**src/rtl/core/i2p_pkg.sv**
```systemverilog
// shared types, constants and helper functions for the infix to postfix converter
// used by i2p_ctrl, i2p_dp and infix_to_postfix_converter_core
// no dependencies
package i2p_pkg;

    localparam int STACK_DEPTH = 16;
    localparam int ADDR_W      = $clog2(STACK_DEPTH);
    localparam int CNT_W       = $clog2(STACK_DEPTH + 1);
    localparam int SYM_W       = 8;
    localparam int ERR_W       = 2;
    localparam int RANK_W      = 3;

    // characters with a meaning of their own
    localparam logic [SYM_W-1:0] CH_MUL   = 8'h2A;
    localparam logic [SYM_W-1:0] CH_DIV   = 8'h2F;
    localparam logic [SYM_W-1:0] CH_ADD   = 8'h2B;
    localparam logic [SYM_W-1:0] CH_SUB   = 8'h2D;
    localparam logic [SYM_W-1:0] CH_OPEN  = 8'h28;
    localparam logic [SYM_W-1:0] CH_CLOSE = 8'h29;
    localparam logic [SYM_W-1:0] CH_0     = 8'h30;
    localparam logic [SYM_W-1:0] CH_9     = 8'h39;
    localparam logic [SYM_W-1:0] CH_UC_A  = 8'h41;
    localparam logic [SYM_W-1:0] CH_UC_Z  = 8'h5A;
    localparam logic [SYM_W-1:0] CH_LC_A  = 8'h61;
    localparam logic [SYM_W-1:0] CH_LC_Z  = 8'h7A;

    localparam logic [RANK_W-1:0] RANK_MULDIV = 3'd5;
    localparam logic [RANK_W-1:0] RANK_ADDSUB = 3'd4;
    localparam logic [RANK_W-1:0] RANK_OTHER  = 3'd3;

    // error codes
    localparam logic [ERR_W-1:0] ERR_NONE      = 2'd0;
    localparam logic [ERR_W-1:0] ERR_OVERFLOW  = 2'd1;
    localparam logic [ERR_W-1:0] ERR_UNMATCHED = 2'd2;

    // result source select
    localparam logic [1:0] SEL_TOP = 2'd0;
    localparam logic [1:0] SEL_SYM = 2'd1;
    localparam logic [1:0] SEL_ERR = 2'd2;

    // controller to datapath commands
    typedef struct packed {
        logic             load;   // latch the input request
        logic             pop;    // drop the top of stack
        logic             push;   // push the latched symbol
        logic             emit;   // produce one result
        logic [1:0]       sel;    // source of the produced result
        logic [ERR_W-1:0] err;    // error code of an error result
        logic             fin;    // close the run with the last result
    } t_dp_cmd;

    // datapath to controller status
    typedef struct packed {
        logic is_end;
        logic is_alnum;
        logic is_open;
        logic is_close;
        logic empty;
        logic full;
        logic top_is_open;
        logic top_ge;       // rank of top at least the rank of the symbol
        logic pend_valid;
        logic out_free;
    } t_dp_sts;

    function automatic logic [RANK_W-1:0] rank_of(input logic [SYM_W-1:0] c);
        logic [RANK_W-1:0] r;
        if (c == CH_MUL || c == CH_DIV) begin
            r = RANK_MULDIV;
        end else if (c == CH_ADD || c == CH_SUB) begin
            r = RANK_ADDSUB;
        end else begin
            r = RANK_OTHER;
        end
        return r;
    endfunction

    function automatic logic is_alnum(input logic [SYM_W-1:0] c);
        return (c >= CH_0 && c <= CH_9) || (c >= CH_UC_A && c <= CH_UC_Z) ||
               (c >= CH_LC_A && c <= CH_LC_Z);
    endfunction

endpackage

```
**src/rtl/core/i2p_ram.sv**
```systemverilog
// generic single-write, single-read ram with registered read data
// no dependencies
module i2p_ram #(
    parameter int WIDTH = 8,
    parameter int DEPTH = 16
) (
    input  logic                     i_clk,
    input  logic                     i_we,
    input  logic [$clog2(DEPTH)-1:0] i_waddr,
    input  logic [WIDTH-1:0]         i_wdata,
    input  logic [$clog2(DEPTH)-1:0] i_raddr,
    output logic [WIDTH-1:0]         o_rdata
);

    logic [WIDTH-1:0] r_mem [DEPTH];
    logic [WIDTH-1:0] r_rdata;

    always_ff @(posedge i_clk) begin
        if (i_we) begin
            r_mem[i_waddr] <= i_wdata;
        end
        r_rdata <= r_mem[i_raddr];
    end

    assign o_rdata = r_rdata;

endmodule

```
**src/rtl/core/i2p_ctrl.sv**
```systemverilog
// controller state machine for the infix to postfix converter
// depends on i2p_pkg
module i2p_ctrl
    import i2p_pkg::*;
(
    input  logic    i_clk,
    input  logic    i_rst_n,
    input  logic    i_in_valid,
    output logic    o_in_ready,
    input  t_dp_sts i_sts,
    output t_dp_cmd o_cmd
);

    localparam logic [1:0] S_IDLE   = 2'd0;
    localparam logic [1:0] S_STEP   = 2'd1;
    localparam logic [1:0] S_REREAD = 2'd2;
    localparam logic [1:0] S_FIN    = 2'd3;

    logic [1:0] r_state;
    logic [1:0] n_state;
    t_dp_cmd    cmd;

    always_comb begin
        cmd     = '0;
        n_state = r_state;
        unique case (r_state)
            S_IDLE: begin
                if (i_in_valid) begin
                    cmd.load = 1'b1;
                    n_state  = S_STEP;
                end
            end
            S_STEP: begin
                if (i_sts.out_free) begin
                    priority if (i_sts.is_end) begin
                        if (i_sts.empty) begin
                            cmd.fin = 1'b1;
                            n_state = S_IDLE;
                        end else begin
                            // open parentheses are dropped silently
                            cmd.pop  = 1'b1;
                            cmd.emit = !i_sts.top_is_open;
                            cmd.sel  = SEL_TOP;
                            n_state  = S_REREAD;
                        end
                    end else if (i_sts.is_alnum) begin
                        cmd.emit = 1'b1;
                        cmd.sel  = SEL_SYM;
                        cmd.fin  = 1'b1;
                        n_state  = S_IDLE;
                    end else if (i_sts.is_close) begin
                        if (i_sts.empty) begin
                            cmd.emit = 1'b1;
                            cmd.sel  = SEL_ERR;
                            cmd.err  = ERR_UNMATCHED;
                            cmd.fin  = !i_sts.pend_valid;
                            n_state  = i_sts.pend_valid ? S_FIN : S_IDLE;
                        end else if (i_sts.top_is_open) begin
                            cmd.pop = 1'b1;
                            cmd.fin = 1'b1;
                            n_state = S_IDLE;
                        end else begin
                            cmd.pop  = 1'b1;
                            cmd.emit = 1'b1;
                            cmd.sel  = SEL_TOP;
                            n_state  = S_REREAD;
                        end
                    end else if (!i_sts.is_open && !i_sts.empty &&
                                 !i_sts.top_is_open && i_sts.top_ge) begin
                        // operator pops a stacked operator of equal or higher rank
                        cmd.pop  = 1'b1;
                        cmd.emit = 1'b1;
                        cmd.sel  = SEL_TOP;
                        n_state  = S_REREAD;
                    end else if (i_sts.full) begin
                        cmd.emit = 1'b1;
                        cmd.sel  = SEL_ERR;
                        cmd.err  = ERR_OVERFLOW;
                        cmd.fin  = !i_sts.pend_valid;
                        n_state  = i_sts.pend_valid ? S_FIN : S_IDLE;
                    end else begin
                        cmd.push = 1'b1;
                        cmd.fin  = 1'b1;
                        n_state  = S_IDLE;
                    end
                end
            end
            S_REREAD: begin
                n_state = S_STEP;
            end
            S_FIN: begin
                if (i_sts.out_free) begin
                    cmd.fin = 1'b1;
                    n_state = S_IDLE;
                end
            end
            default: begin
                n_state = S_IDLE;
            end
        endcase
    end

    always_ff @(posedge i_clk) begin
        if (!i_rst_n) begin
            r_state <= S_IDLE;
        end else begin
            r_state <= n_state;
        end
    end

    assign o_in_ready = (r_state == S_IDLE);
    assign o_cmd      = cmd;

endmodule

```
**src/rtl/core/i2p_dp.sv**
```systemverilog
// datapath: latched request, operator stack, pending result and output register
// depends on i2p_pkg and i2p_ram
module i2p_dp
    import i2p_pkg::*;
(
    input  logic             i_clk,
    input  logic             i_rst_n,
    input  logic [SYM_W-1:0] i_symbol,
    input  logic             i_end_mark,
    input  t_dp_cmd          i_cmd,
    output t_dp_sts          o_sts,
    output logic             o_out_valid,
    input  logic             i_out_ready,
    output logic [SYM_W-1:0] o_out_symbol,
    output logic             o_out_has,
    output logic [ERR_W-1:0] o_out_err,
    output logic             o_out_last
);

    logic [SYM_W-1:0] r_sym;
    logic             r_end;
    logic [CNT_W-1:0] r_count;
    logic [CNT_W-1:0] count_m1;
    logic [SYM_W-1:0] top;

    logic             r_pend_valid;
    logic [SYM_W-1:0] r_pend_sym;
    logic             r_pend_has;
    logic [ERR_W-1:0] r_pend_err;

    logic             r_out_valid;
    logic [SYM_W-1:0] r_out_sym;
    logic             r_out_has;
    logic [ERR_W-1:0] r_out_err;
    logic             r_out_last;

    logic [SYM_W-1:0] x_sym;
    logic             x_has;
    logic [ERR_W-1:0] x_err;
    logic             out_load;
    logic             out_free;

    assign count_m1 = r_count - CNT_W'(1);
    assign out_free = !r_out_valid || i_out_ready;

    i2p_ram #(
        .WIDTH (SYM_W),
        .DEPTH (STACK_DEPTH)
    ) u_stack (
        .i_clk   (i_clk),
        .i_we    (i_cmd.push),
        .i_waddr (r_count[ADDR_W-1:0]),
        .i_wdata (r_sym),
        .i_raddr (count_m1[ADDR_W-1:0]),
        .o_rdata (top)
    );

    // result being produced this cycle
    always_comb begin
        x_sym = '0;
        x_has = 1'b0;
        x_err = ERR_NONE;
        unique case (i_cmd.sel)
            SEL_TOP: begin
                x_sym = top;
                x_has = 1'b1;
            end
            SEL_SYM: begin
                x_sym = r_sym;
                x_has = 1'b1;
            end
            SEL_ERR: begin
                x_err = i_cmd.err;
            end
            default: begin
                x_err = ERR_NONE;
            end
        endcase
    end

    assign out_load = i_cmd.fin || (i_cmd.emit && r_pend_valid);

    always_ff @(posedge i_clk) begin
        if (i_cmd.load) begin
            r_sym <= i_symbol;
            r_end <= i_end_mark;
        end
        if (i_cmd.emit && !i_cmd.fin) begin
            r_pend_sym <= x_sym;
            r_pend_has <= x_has;
            r_pend_err <= x_err;
        end
        if (out_load) begin
            if (i_cmd.emit && i_cmd.fin) begin
                r_out_sym  <= x_sym;
                r_out_has  <= x_has;
                r_out_err  <= x_err;
            end else if (r_pend_valid) begin
                r_out_sym  <= r_pend_sym;
                r_out_has  <= r_pend_has;
                r_out_err  <= r_pend_err;
            end else begin
                r_out_sym  <= '0;
                r_out_has  <= 1'b0;
                r_out_err  <= ERR_NONE;
            end
            r_out_last <= i_cmd.fin;
        end
    end

    always_ff @(posedge i_clk) begin
        if (!i_rst_n) begin
            r_count      <= '0;
            r_pend_valid <= 1'b0;
            r_out_valid  <= 1'b0;
        end else begin
            if (i_cmd.push) begin
                r_count <= r_count + CNT_W'(1);
            end else if (i_cmd.pop) begin
                r_count <= count_m1;
            end
            if (i_cmd.fin) begin
                r_pend_valid <= 1'b0;
            end else if (i_cmd.emit) begin
                r_pend_valid <= 1'b1;
            end
            if (out_load) begin
                r_out_valid <= 1'b1;
            end else if (i_out_ready) begin
                r_out_valid <= 1'b0;
            end
        end
    end

    always_comb begin
        o_sts             = '0;
        o_sts.is_end      = r_end;
        o_sts.is_alnum    = is_alnum(r_sym);
        o_sts.is_open     = (r_sym == CH_OPEN);
        o_sts.is_close    = (r_sym == CH_CLOSE);
        o_sts.empty       = (r_count == '0);
        o_sts.full        = (r_count == CNT_W'(STACK_DEPTH));
        o_sts.top_is_open = (top == CH_OPEN);
        o_sts.top_ge      = (rank_of(top) >= rank_of(r_sym));
        o_sts.pend_valid  = r_pend_valid;
        o_sts.out_free    = out_free;
    end

    assign o_out_valid  = r_out_valid;
    assign o_out_symbol = r_out_sym;
    assign o_out_has    = r_out_has;
    assign o_out_err    = r_out_err;
    assign o_out_last   = r_out_last;

endmodule

```
**src/rtl/core/infix_to_postfix_converter_core.sv**
```systemverilog
// top level of the infix to postfix converter (shunting-yard)
// depends on i2p_pkg, i2p_ctrl, i2p_dp and i2p_ram
//
// Takes one ASCII character per request and emits the postfix form, one character
// per result request. Letters and digits go straight through, '(' is stacked, ')'
// unwinds to its '(' and operators pop stacked operators of equal or higher rank
// ('*' '/' above '+' '-' above everything else) before being stacked. A request with
// tlast set flushes the stack and ignores its data. Every request gives at least
// one result, and the last result it causes has tlast set; a request that emits no
// character gives a single empty result. Errors (stack full, unmatched ')') come as
// an empty result carrying the error code. Requests are taken one at a time: a
// letter, a digit, '(' or an operator that pops nothing takes 2 cycles, each
// stack entry popped adds 2 cycles because the new top must be read back from the
// registered-read stack ram (the '(' removed by its ')' adds nothing, it is popped
// in the closing cycle), and an error result that follows popped characters
// adds 1 cycle. Back-pressure on the result side stretches these figures. The
// stack holds STACK_DEPTH entries and needs no clearing after reset.
module infix_to_postfix_converter_core
    import i2p_pkg::*;
(
    input  logic             i_clk,
    input  logic             i_rst_n,
    // input requests
    input  logic             s_axis_tvalid,
    output logic             s_axis_tready,
    input  logic [SYM_W-1:0] s_axis_tdata,   // [7:0] symbol
    input  logic             s_axis_tlast,   // end_mark
    // result requests
    output logic             m_axis_tvalid,
    input  logic             m_axis_tready,
    output logic [SYM_W-1:0] m_axis_tdata,   // [7:0] out_symbol
    output logic [ERR_W:0]   m_axis_tuser,   // [0] has_symbol, [2:1] error_code
    output logic             m_axis_tlast    // last_of_run
);

    t_dp_cmd          cmd;
    t_dp_sts          sts;
    logic             out_has;
    logic [ERR_W-1:0] out_err;

    // sequencing of each request
    i2p_ctrl u_ctrl (
        .i_clk      (i_clk),
        .i_rst_n    (i_rst_n),
        .i_in_valid (s_axis_tvalid),
        .o_in_ready (s_axis_tready),
        .i_sts      (sts),
        .o_cmd      (cmd)
    );

    // stack, pending result and output register
    i2p_dp u_dp (
        .i_clk        (i_clk),
        .i_rst_n      (i_rst_n),
        .i_symbol     (s_axis_tdata),
        .i_end_mark   (s_axis_tlast),
        .i_cmd        (cmd),
        .o_sts        (sts),
        .o_out_valid  (m_axis_tvalid),
        .i_out_ready  (m_axis_tready),
        .o_out_symbol (m_axis_tdata),
        .o_out_has    (out_has),
        .o_out_err    (out_err),
        .o_out_last   (m_axis_tlast)
    );

    assign m_axis_tuser = {out_err, out_has};

    // never push onto a full stack
    a_no_overflow: assert property (@(posedge i_clk) disable iff (!i_rst_n)
        cmd.push |-> !sts.full)
        else $error("push on full stack");

    // never pop an empty stack
    a_no_underflow: assert property (@(posedge i_clk) disable iff (!i_rst_n)
        cmd.pop |-> !sts.empty)
        else $error("pop on empty stack");

    // a direct last result must not overtake a pending one
    a_no_lost_pending: assert property (@(posedge i_clk) disable iff (!i_rst_n)
        (cmd.emit && cmd.fin) |-> !sts.pend_valid)
        else $error("pending result lost");

    // a result carrying a character never carries an error
    a_char_no_err: assert property (@(posedge i_clk) disable iff (!i_rst_n)
        (m_axis_tvalid && m_axis_tuser[0]) |-> (m_axis_tuser[ERR_W:1] == ERR_NONE))
        else $error("character result with error code");

endmodule

```
**config.mk**
```make
export PLATFORM = sky130hd
export DESIGN_NAME = infix_to_postfix_converter_core
export DESIGN_NICKNAME = d
export VERILOG_FILES = /design/src/rtl/core/i2p_pkg.sv /design/src/rtl/core/i2p_ram.sv /design/src/rtl/core/i2p_ctrl.sv /design/src/rtl/core/i2p_dp.sv /design/src/rtl/core/infix_to_postfix_converter_core.sv
export SDC_FILE = /design/constraint.sdc
export NUM_CORES = 1
export LEC_CHECK = 0
export BUFFER_PORTS_ARGS = -buffer_cell sky130_fd_sc_hd__buf_2
export CORE_AREA = 2 2 139 141
export CTS_CLUSTER_SIZE = 25
export DETAILED_ROUTE_END_ITERATION = 7
export DIE_AREA = 0 0 141 143
export GPL_ROUTABILITY_DRIVEN = 0
export PLACE_DENSITY = 0.52
export SLEW_MARGIN = 20
export SYNTH_ARGS = -nofsm -noshare
export SYNTH_HDL_FRONTEND = slang
export SYNTH_SLANG_ARGS = --single-unit
```
**constraint.sdc**
```tcl
create_clock -name i_clk -period 4 [get_ports i_clk]
set_input_delay 0.4 -clock i_clk [delete_from_list [all_inputs] [get_ports i_clk]]
set_output_delay 0.4 -clock i_clk [all_outputs]
set_load 0.01 [all_outputs]
```
==> results.yml, run 1 <==
detailed_routing:
  vias: 3867
  drtPass1Iterations: 5
  via_per_inst: 5.28
  drt_drc_violations_left: 0
  drt_iter0_drc: 340
  wirelength_um: 15200
  antenna_left: 0
  wl_per_cell_um: 20.8
cts:
  hold_buffers: 0
  htreeDepth: 4
  cts_buffers: 17
  clockRootBuffer: "clkbuf_16"
  cts_tree: "built"
  clk_pin_slew_worst_paths_ns: 0.07
  post-cts-setup-buffers: 0
  post_cts_resized: 0
  clock_latency_ns: 0.42
  clockBufferDepth: 2
  clock-sinks: 177
synth:
  syn_inst: 432
  syn_nets: 453
  ys_seq_area_frac: 0.702
  synth-edff-count: 160
  async_flop_share: 0
  netlist_area_sq_um: 7330
  synthFlopType: "edfxtp_1"
  yosys_warnings: 0
  yosysUniqueCellTypes: 58
  synth-seq-cells: 177
  avgSynthCellArea_sq_um: 17.0
die:
  die_area_sq_um: 20200
  start_util: 0.394
  core_sq_um: 18600
  die_h_um: 143
  num_rows: 50
  io-pin-count: 27
  die_x_um: 141
sta:
  drv_slew: 0
  period_minus_slack_ns: 3.44
  max-slew-margin-rel: 0.379
  clock.fmax_mhz: 290
  tightestPinTransition_ns: 0.929
  grt_setup_unrepaired: "no"
  finalHoldViolCount: 0
  fin_skew_ns: 0.0111
  setup_tns_ns: 0
  min_period_over_period: 0.861
  setup_viol: 0
global_route:
  antenna_found_initial: 0
  grt_pass1_vias: 3908
  grt_pass1_wl_um: 23500
  grt_overflow_total: 0
  grt_util_all_layers: 0.160
  grt_max_degree: 37
critical_path:
  path_class: "reg -> reg"
  crit_fanout: 24
  cp-end-kind: "flop"
  cp-start-kind: "flop"
  reg2reg_setup_slack_ns: 0.56
  required_ns: 4.06
  cp.arrival_ns: 3.50
power_and_ir_drop:
  vdd_ir_drop_max_mv: 0.374
  p_per_area_nw_per_um2: 648
  power.leakage_uw: 0.00281
status:
  status: "complete, no violations"
layout:
  final_common_cell: "edfxtp_1"
  layout_common_cells: "edfxtp_1, mux4_2, nand2_1"
  ff_latch_area_sq_um: 5150
  drive_gt1_frac: 0.281
  diodes: 0
  syn_to_final_growth_pct: 15.3
  fillers: 1588
  final_nets: 507
  multi_input_area_sq_um: 2060
  utilization: 0.455
hold_path:
  hp-class: "in -> reg"
placed_design:
  hpwl_um: 10300
  portBuffers: 26
run:
  drv_cap: 0
[state kept, by name, indices dropped and copies added, names as in the netlist]
register / flops
u_dp.u_stack.r_mem: 128
u_dp.o_out_symbol: 8
u_dp.r_pend_sym: 8
u_dp.r_sym: 8
u_dp.u_stack.o_rdata: 8
u_dp.r_count: 5
u_ctrl.r_state: 2
u_dp.o_out_err: 2
u_dp.r_pend_err: 2
u_dp.o_out_has: 1
u_dp.o_out_last: 1
u_dp.o_out_valid: 1
u_dp.r_end: 1
u_dp.r_pend_has: 1
u_dp.r_pend_valid: 1
[layer usage]
metal / global-route usage / share of wire / vias up
li1: - / - / 1820
met1: 0.220 / 0.46 / 1951
met2: 0.262 / 0.49 / 86
met3: 0.0322 / 0.037 / 10
met4: 0.0411 / 0.0085 / 0
met5: 0 / 0 / -
[per-stage QoR]
step	cells	power, uW	worst slack, ns	cell area (sq um)	hold slack (ns)
6_report	732	5470	0.555	8450	0.152
5_1_grt	732	5730	0.243	8450	0.134
4_1_cts	732	5550	0.596	8450	0.128
3_5_place_dp	701	3950	0.602	7870	0.494
3_3_place_gp	701	3940	0.709	7870	0.482
2_1_floorplan	432	3470	0.360	7330	0.463
[final timing paths]
| path | from | to | depth (start not counted) |
|---|---|---|---|
| worst min-delay path | s_axis_tdata[3] | u_dp.r_sym[3] | 1 |
| worst max register to register | u_dp.r_sym[2] | u_dp.o_out_symbol[1] | 11 |
| worst max-delay path | u_dp.r_sym[2] | u_dp.o_out_symbol[1] | 11 |
| worst min register to register | u_dp.r_count[4] | u_dp.r_count[4] | 2 |
[cells in the mapped netlist, types with 3 or more instances]
library cell	n	share of area
dfxtp_1	17	0.046
a31oi_1	3	0.0026
o21ai_0	12	0.0082
mux4_2	40	0.12
clkbuf_1	10	0.0051
nor3_1	13	0.0089
xor2_1	3	0.0036
nand3_1	8	0.0055
edfxtp_1	160	0.66
and3_1	4	0.0034
or4b_2	3	0.0041
nor2_1	23	0.012
nand2_1	35	0.018
ha_1	8	0.014
a22o_1	7	0.0084
nor2b_1	5	0.0043
inv_1	9	0.0046
and2_1	6	0.0051
nand2b_1	8	0.0068
a21oi_1	6	0.0041
buf_1	4	0.0020
[cells by family after synthesis]
family                   count (synthesis)  synth area share
multiplexers                            43             0.127
XOR/XNOR                                 5           0.00598
adder cells (fa/ha/maj)                  8            0.0137
AO/OA/AOI/OAI                           49            0.0488
buffers and inverters                   28            0.0167
AND/OR/NAND/NOR                        122            0.0855
flip-flops                             177             0.702
[area by class of cell]
class,count,area share
Timing Repair Buffer,54,0.0403
Tap cell,234,0.0347
Inverter,9,0.00400
Sequential cell,177,0.609
Multi-Input combinational cell,227,0.244
Clock inverter,14,0.0175
Clock buffer,17,0.0504
[power breakdown]
group          internal, uW  switching, uW  total [uW]
Sequential             2230            116        2350
Clock                   876            720        1600
Combinational           724            808        1530
[worst max-delay path, stage by stage (launching register included)]
cell,delay [ns]
edfxtp_1,0.36
buf_4,0.30
nand2_1,0.09
a21oi_1,0.21
inv_1,0.07
ha_1,0.29
nand2_1,0.05
o21ai_0,0.24
nand3_1,0.18
a221oi_1,0.59
o21ai_0,0.24
nand2b_1,0.46
(Power assumes the default switching activity.)
==> inputs of run 2 (changes only) <==
- PLACE_DENSITY: 0.52 -> 0.6
==> results.yml, run 2 (synthesis results as in run 1) <==
die:
  die_h_um: 143
  core_sq_um: 18600
  io-pin-count: 27
  die_x_um: 141
  die_area_sq_um: 20200
  start_util: 0.394
  num_rows: 50
cts:
  clock_latency_ns: 0.42
  cts_buffers: 17
  post-cts-setup-buffers: 0
  cts_tree: "built"
  clock-sinks: 177
  post_cts_resized: 0
  hold_buffers: 0
  clk_pin_slew_worst_paths_ns: 0.06
  clockBufferDepth: 2
  htreeDepth: 4
  clockRootBuffer: "clkbuf_16"
global_route:
  grt_pass1_vias: 4088
  antenna_found_initial: 0
  grt_pass1_wl_um: 23300
  grt_util_all_layers: 0.157
  grt_max_degree: 37
  grt_overflow_total: 0
power_and_ir_drop:
  p_per_area_nw_per_um2: 648
  power.leakage_uw: 0.00282
  vdd_ir_drop_max_mv: 0.346
placed_design:
  portBuffers: 26
  hpwl_um: 9870
critical_path:
  slowest_stage: "a221oi_1"
  required_ns: 4.16
  path_class: "reg -> reg"
  cp-start-kind: "flop"
  cp-end-kind: "flop"
  startpoint: "u_dp.r_sym[6]"
  cpMostUsedCell: "nand3_1"
  crit_fanout: 11
  cp.arrival_ns: 3.78
  slowest_delay_ns: 0.57
  timing.rr.start: "u_dp.r_sym[6]"
  worstPathCellList: "nor2b_1, nand3_1, a21oi_1, inv_1, ha_1, nand2_1, o21ai_0, nand3_1, a221oi_1, o21a_1, mux2_2"
hold_path:
  hp-class: "in -> reg"
  hold_start: "s_axis_tdata[5]"
layout:
  multi_input_area_sq_um: 2060
  final_common_cell: "edfxtp_1"
  largest_reg_flops: 128
  drive_gt1_frac: 0.281
  fillers: 1596
  ff_latch_area_sq_um: 5150
  final_nets: 507
  diodes: 0
  top_register: "u_dp.u_stack.r_mem"
  syn_to_final_growth_pct: 15.6
  layout_common_cells: "edfxtp_1, mux4_2, nand2_1"
detailed_routing:
  vias: 4004
  wl_per_cell_um: 20.2
  drt_iter0_drc: 312
  drtPass1Iterations: 5
  wirelength_um: 14800
  via_per_inst: 5.46
  drt_drc_violations_left: 0
  antenna_left: 0
sta:
  fin_skew_ns: 0.0115
  tightestPinTransition_ns: 0.858
  grt_setup_unrepaired: "no"
  setup_tns_ns: 0
  setup_viol: 0
  period_minus_slack_ns: 3.62
  min_period_over_period: 0.905
  clock.fmax_mhz: 276
  finalHoldViolCount: 0
  drv_slew: 0
  max-slew-margin-rel: 0.426
  hold_ws_ns: 0.153
status:
  status: "complete, no violations"
run:
  drv_cap: 0
run 2: power by group:
part	internal, uW	total, uW	switching [uW]
logic	741	1520	781
registers	2230	2350	117
clock network	958	1620	665
run 2: metrics by stage:
stage                     area [sq um]  total power [uW]  instances  utilization  setup slack [ns]
after floorplan                   7330              3470        432            -             0.360
after global placement            7890              3900        701        0.424             0.523
after detailed placement          7890              3910        701        0.424             0.393
after CTS                         8470              5550        733        0.456             0.375
after global routing              8470              5770        733        0.456            0.0126
final                             8470              5490        733        0.456             0.381
run 2: critical path, delay by kind of cell, from the launching register on:
kind | cells | cell delay, ns
AO/OA/AOI/OAI | 4 | 1.44
AND/OR/NAND/NOR | 4 | 0.79
flip-flops | 1 | 0.40
multiplexers | 1 | 0.37
adder cells (fa/ha/maj) | 1 | 0.30
buffers and inverters | 1 | 0.07
run 2: worst paths after layout:
check                            to  slack (ns)  cells past startpoint
hold reg to reg     u_dp.r_count[4]        0.53                      2
setup / recovery  u_dp.o_out_err[0]        0.38                     11
hold / removal        u_dp.r_sym[5]        0.15                      1
setup reg to reg  u_dp.o_out_err[0]        0.38                     11
run 2: final cells by class:
type                    instances  share of cell area
inverters                       9             0.00399
repair buffers                 54              0.0416
flip-flops and latches        177               0.607
multi-input cells             227               0.243
well taps                     234              0.0346
clock inverters                11              0.0148
clock buffers                  21              0.0543
run 2: metal layers:
layer | vias up | GRT usage | wire length (um)
met1 | 2031 | 0.211 | 6610
met5 | - | 0 | 0
met4 | 0 | 0.0747 | 396
met3 | 28 | 0.0322 | 750
li1 | 1824 | - | -
met2 | 121 | 0.247 | 7080
==> inputs of run 3 (changes only) <==
- CAP_MARGIN: default -> 20
- CORE_AREA: 2 2 139 141 -> 2 2 113 115
- DIE_AREA: 0 0 141 143 -> 0 0 115 117
- PLACE_DENSITY: 0.6 -> 0.83
- clock period: 4 -> 3.9 ns (I/O delays scaled with it)
==> results.yml, run 3 (synthesis results as in run 1) <==
cts:
  clock-sinks: 177
  post-cts-setup-buffers: 0
  hold_buffers: 0
  clockBufferDepth: 2
  post_cts_resized: 0
  clk_pin_slew_worst_paths_ns: 0.06
  clockRootBuffer: "clkbuf_16"
  clock_latency_ns: 0.42
  cts_tree: "built"
  cts_buffers: 17
  htreeDepth: 4
critical_path:
  timing.rr.start: "u_dp.r_sym[6]"
  crit_fanout: 11
  slowest_stage: "a221oi_1"
  cp-start-kind: "flop"
  cpMostUsedCell: "nand3_1"
  path_class: "reg -> reg"
  slowest_delay_ns: 0.69
  worstPathCellList: "nor2b_1, nand3_1, a21oi_1, inv_1, ha_1, nand2_1, o21ai_0, nand3_1, a221oi_1, o21a_1, mux2_2"
  startpoint: "u_dp.r_sym[6]"
  required_ns: 4.07
  cp-end-kind: "flop"
  cp.arrival_ns: 3.73
status:
  status: "complete, no violations"
sta:
  tightestPinTransition_ns: 0.854
  grt_setup_unrepaired: "no"
  setup_tns_ns: 0
  max-slew-margin-rel: 0.429
  fin_skew_ns: 0.00809
  setup_viol: 0
  drv_slew: 0
  setup_slack_ns: 0.349
  period_minus_slack_ns: 3.55
  clock.fmax_mhz: 282
  min_period_over_period: 0.910
  finalHoldViolCount: 0
global_route:
  grt_overflow_total: 0
  grt_util_all_layers: 0.239
  grt_max_degree: 37
  antenna_found_initial: 0
  grt_pass1_vias: 3930
  grt_pass1_wl_um: 22700
layout:
  layout_common_cells: "edfxtp_1, mux4_2, nand2_1"
  drive_gt1_frac: 0.283
  syn_to_final_growth_pct: 13.7
  fillers: 777
  diodes: 0
  multi_input_area_sq_um: 2060
  largest_reg_flops: 128
  final_common_cell: "edfxtp_1"
  final_nets: 508
  top_register: "u_dp.u_stack.r_mem"
  ff_latch_area_sq_um: 5150
hold_path:
  hold_start: "s_axis_tlast"
  hp-class: "in -> reg"
detailed_routing:
  antenna_left: 0
  wirelength_um: 14900
  drt_drc_violations_left: 0
  drt_iter0_drc: 468
  drtPass1Iterations: 5
  via_per_inst: 6.31
  wl_per_cell_um: 23.0
  vias: 4095
power_and_ir_drop:
  p_per_area_nw_per_um2: 668
  vdd_ir_drop_max_mv: 0.475
  power.leakage_uw: 0.00279
placed_design:
  hpwl_um: 9730
  dp_slack_ns: 0.492
  portBuffers: 26
die:
  core_sq_um: 12300
  start_util: 0.595
  io-pin-count: 27
  die_area_sq_um: 13500
  die_h_um: 117
  die_x_um: 115
  num_rows: 41
run:
  drv_cap: 0
## run 3: cell count changes in the layout (fill, tap and decap cells not counted), sizes merged
cell      delta
clkinvlp     +3
inv          +1
buf          +1
clkbuf       -4
bufinv       -1
## run 3: layout make-up
class | count | share of cell area
Timing Repair Buffer | 55 | 0.0417
Inverter | 9 | 0.00405
Multi-Input combinational cell | 227 | 0.247
Clock buffer | 17 | 0.0511
Tap cell | 150 | 0.0225
Sequential cell | 177 | 0.618
Clock inverter | 14 | 0.0158
## run 3: routing by layer
layer | track usage | vias up | part of all wire
li1 | - | 1823 | -
met3 | 0.0546 | 18 | 0.065
met5 | 0 | - | 0
met4 | 0.0699 | 0 | 0.013
met1 | 0.325 | 2071 | 0.41
met2 | 0.394 | 183 | 0.51
## run 3: power breakdown
part           switching [uW]  internal, uW  total (uW)
Combinational             835           745        1580
Clock                     703           883        1590
Sequential                108          2290        2400
Total                    1650          3920        5560
## run 3: final timing paths
kind	depth (start not counted)	slack (ns)	end
worst min register to register	2	0.50	u_dp.r_count[4]
worst max-delay path	11	0.35	u_dp.o_out_err[0]
worst min-delay path	1	0.14	u_dp.r_end
worst max register to register	11	0.35	u_dp.o_out_err[0]
## run 3: per-stage QoR
stage / total power, uW / cell area (sq um) / utilization / std cells / hold WS, ns
after floorplan: 3560 / 7330 / - / 432 / 0.463
after global placement: 3940 / 7780 / 0.632 / 618 / 0.477
after detailed placement: 4000 / 7780 / 0.632 / 618 / 0.493
after CTS: 5590 / 8330 / 0.677 / 649 / 0.124
after global routing: 5780 / 8330 / 0.677 / 649 / 0.128
final: 5560 / 8330 / 0.677 / 649 / 0.137
## run 3: worst max-delay path, delay by kind of cell, from the launching register on
kind | cells | cell delay (ns)
AO/OA/AOI/OAI | 4 | 1.52
adder cells (fa/ha/maj) | 1 | 0.29
flip-flops | 1 | 0.43
AND/OR/NAND/NOR | 4 | 0.61
multiplexers | 1 | 0.38
buffers and inverters | 1 | 0.07
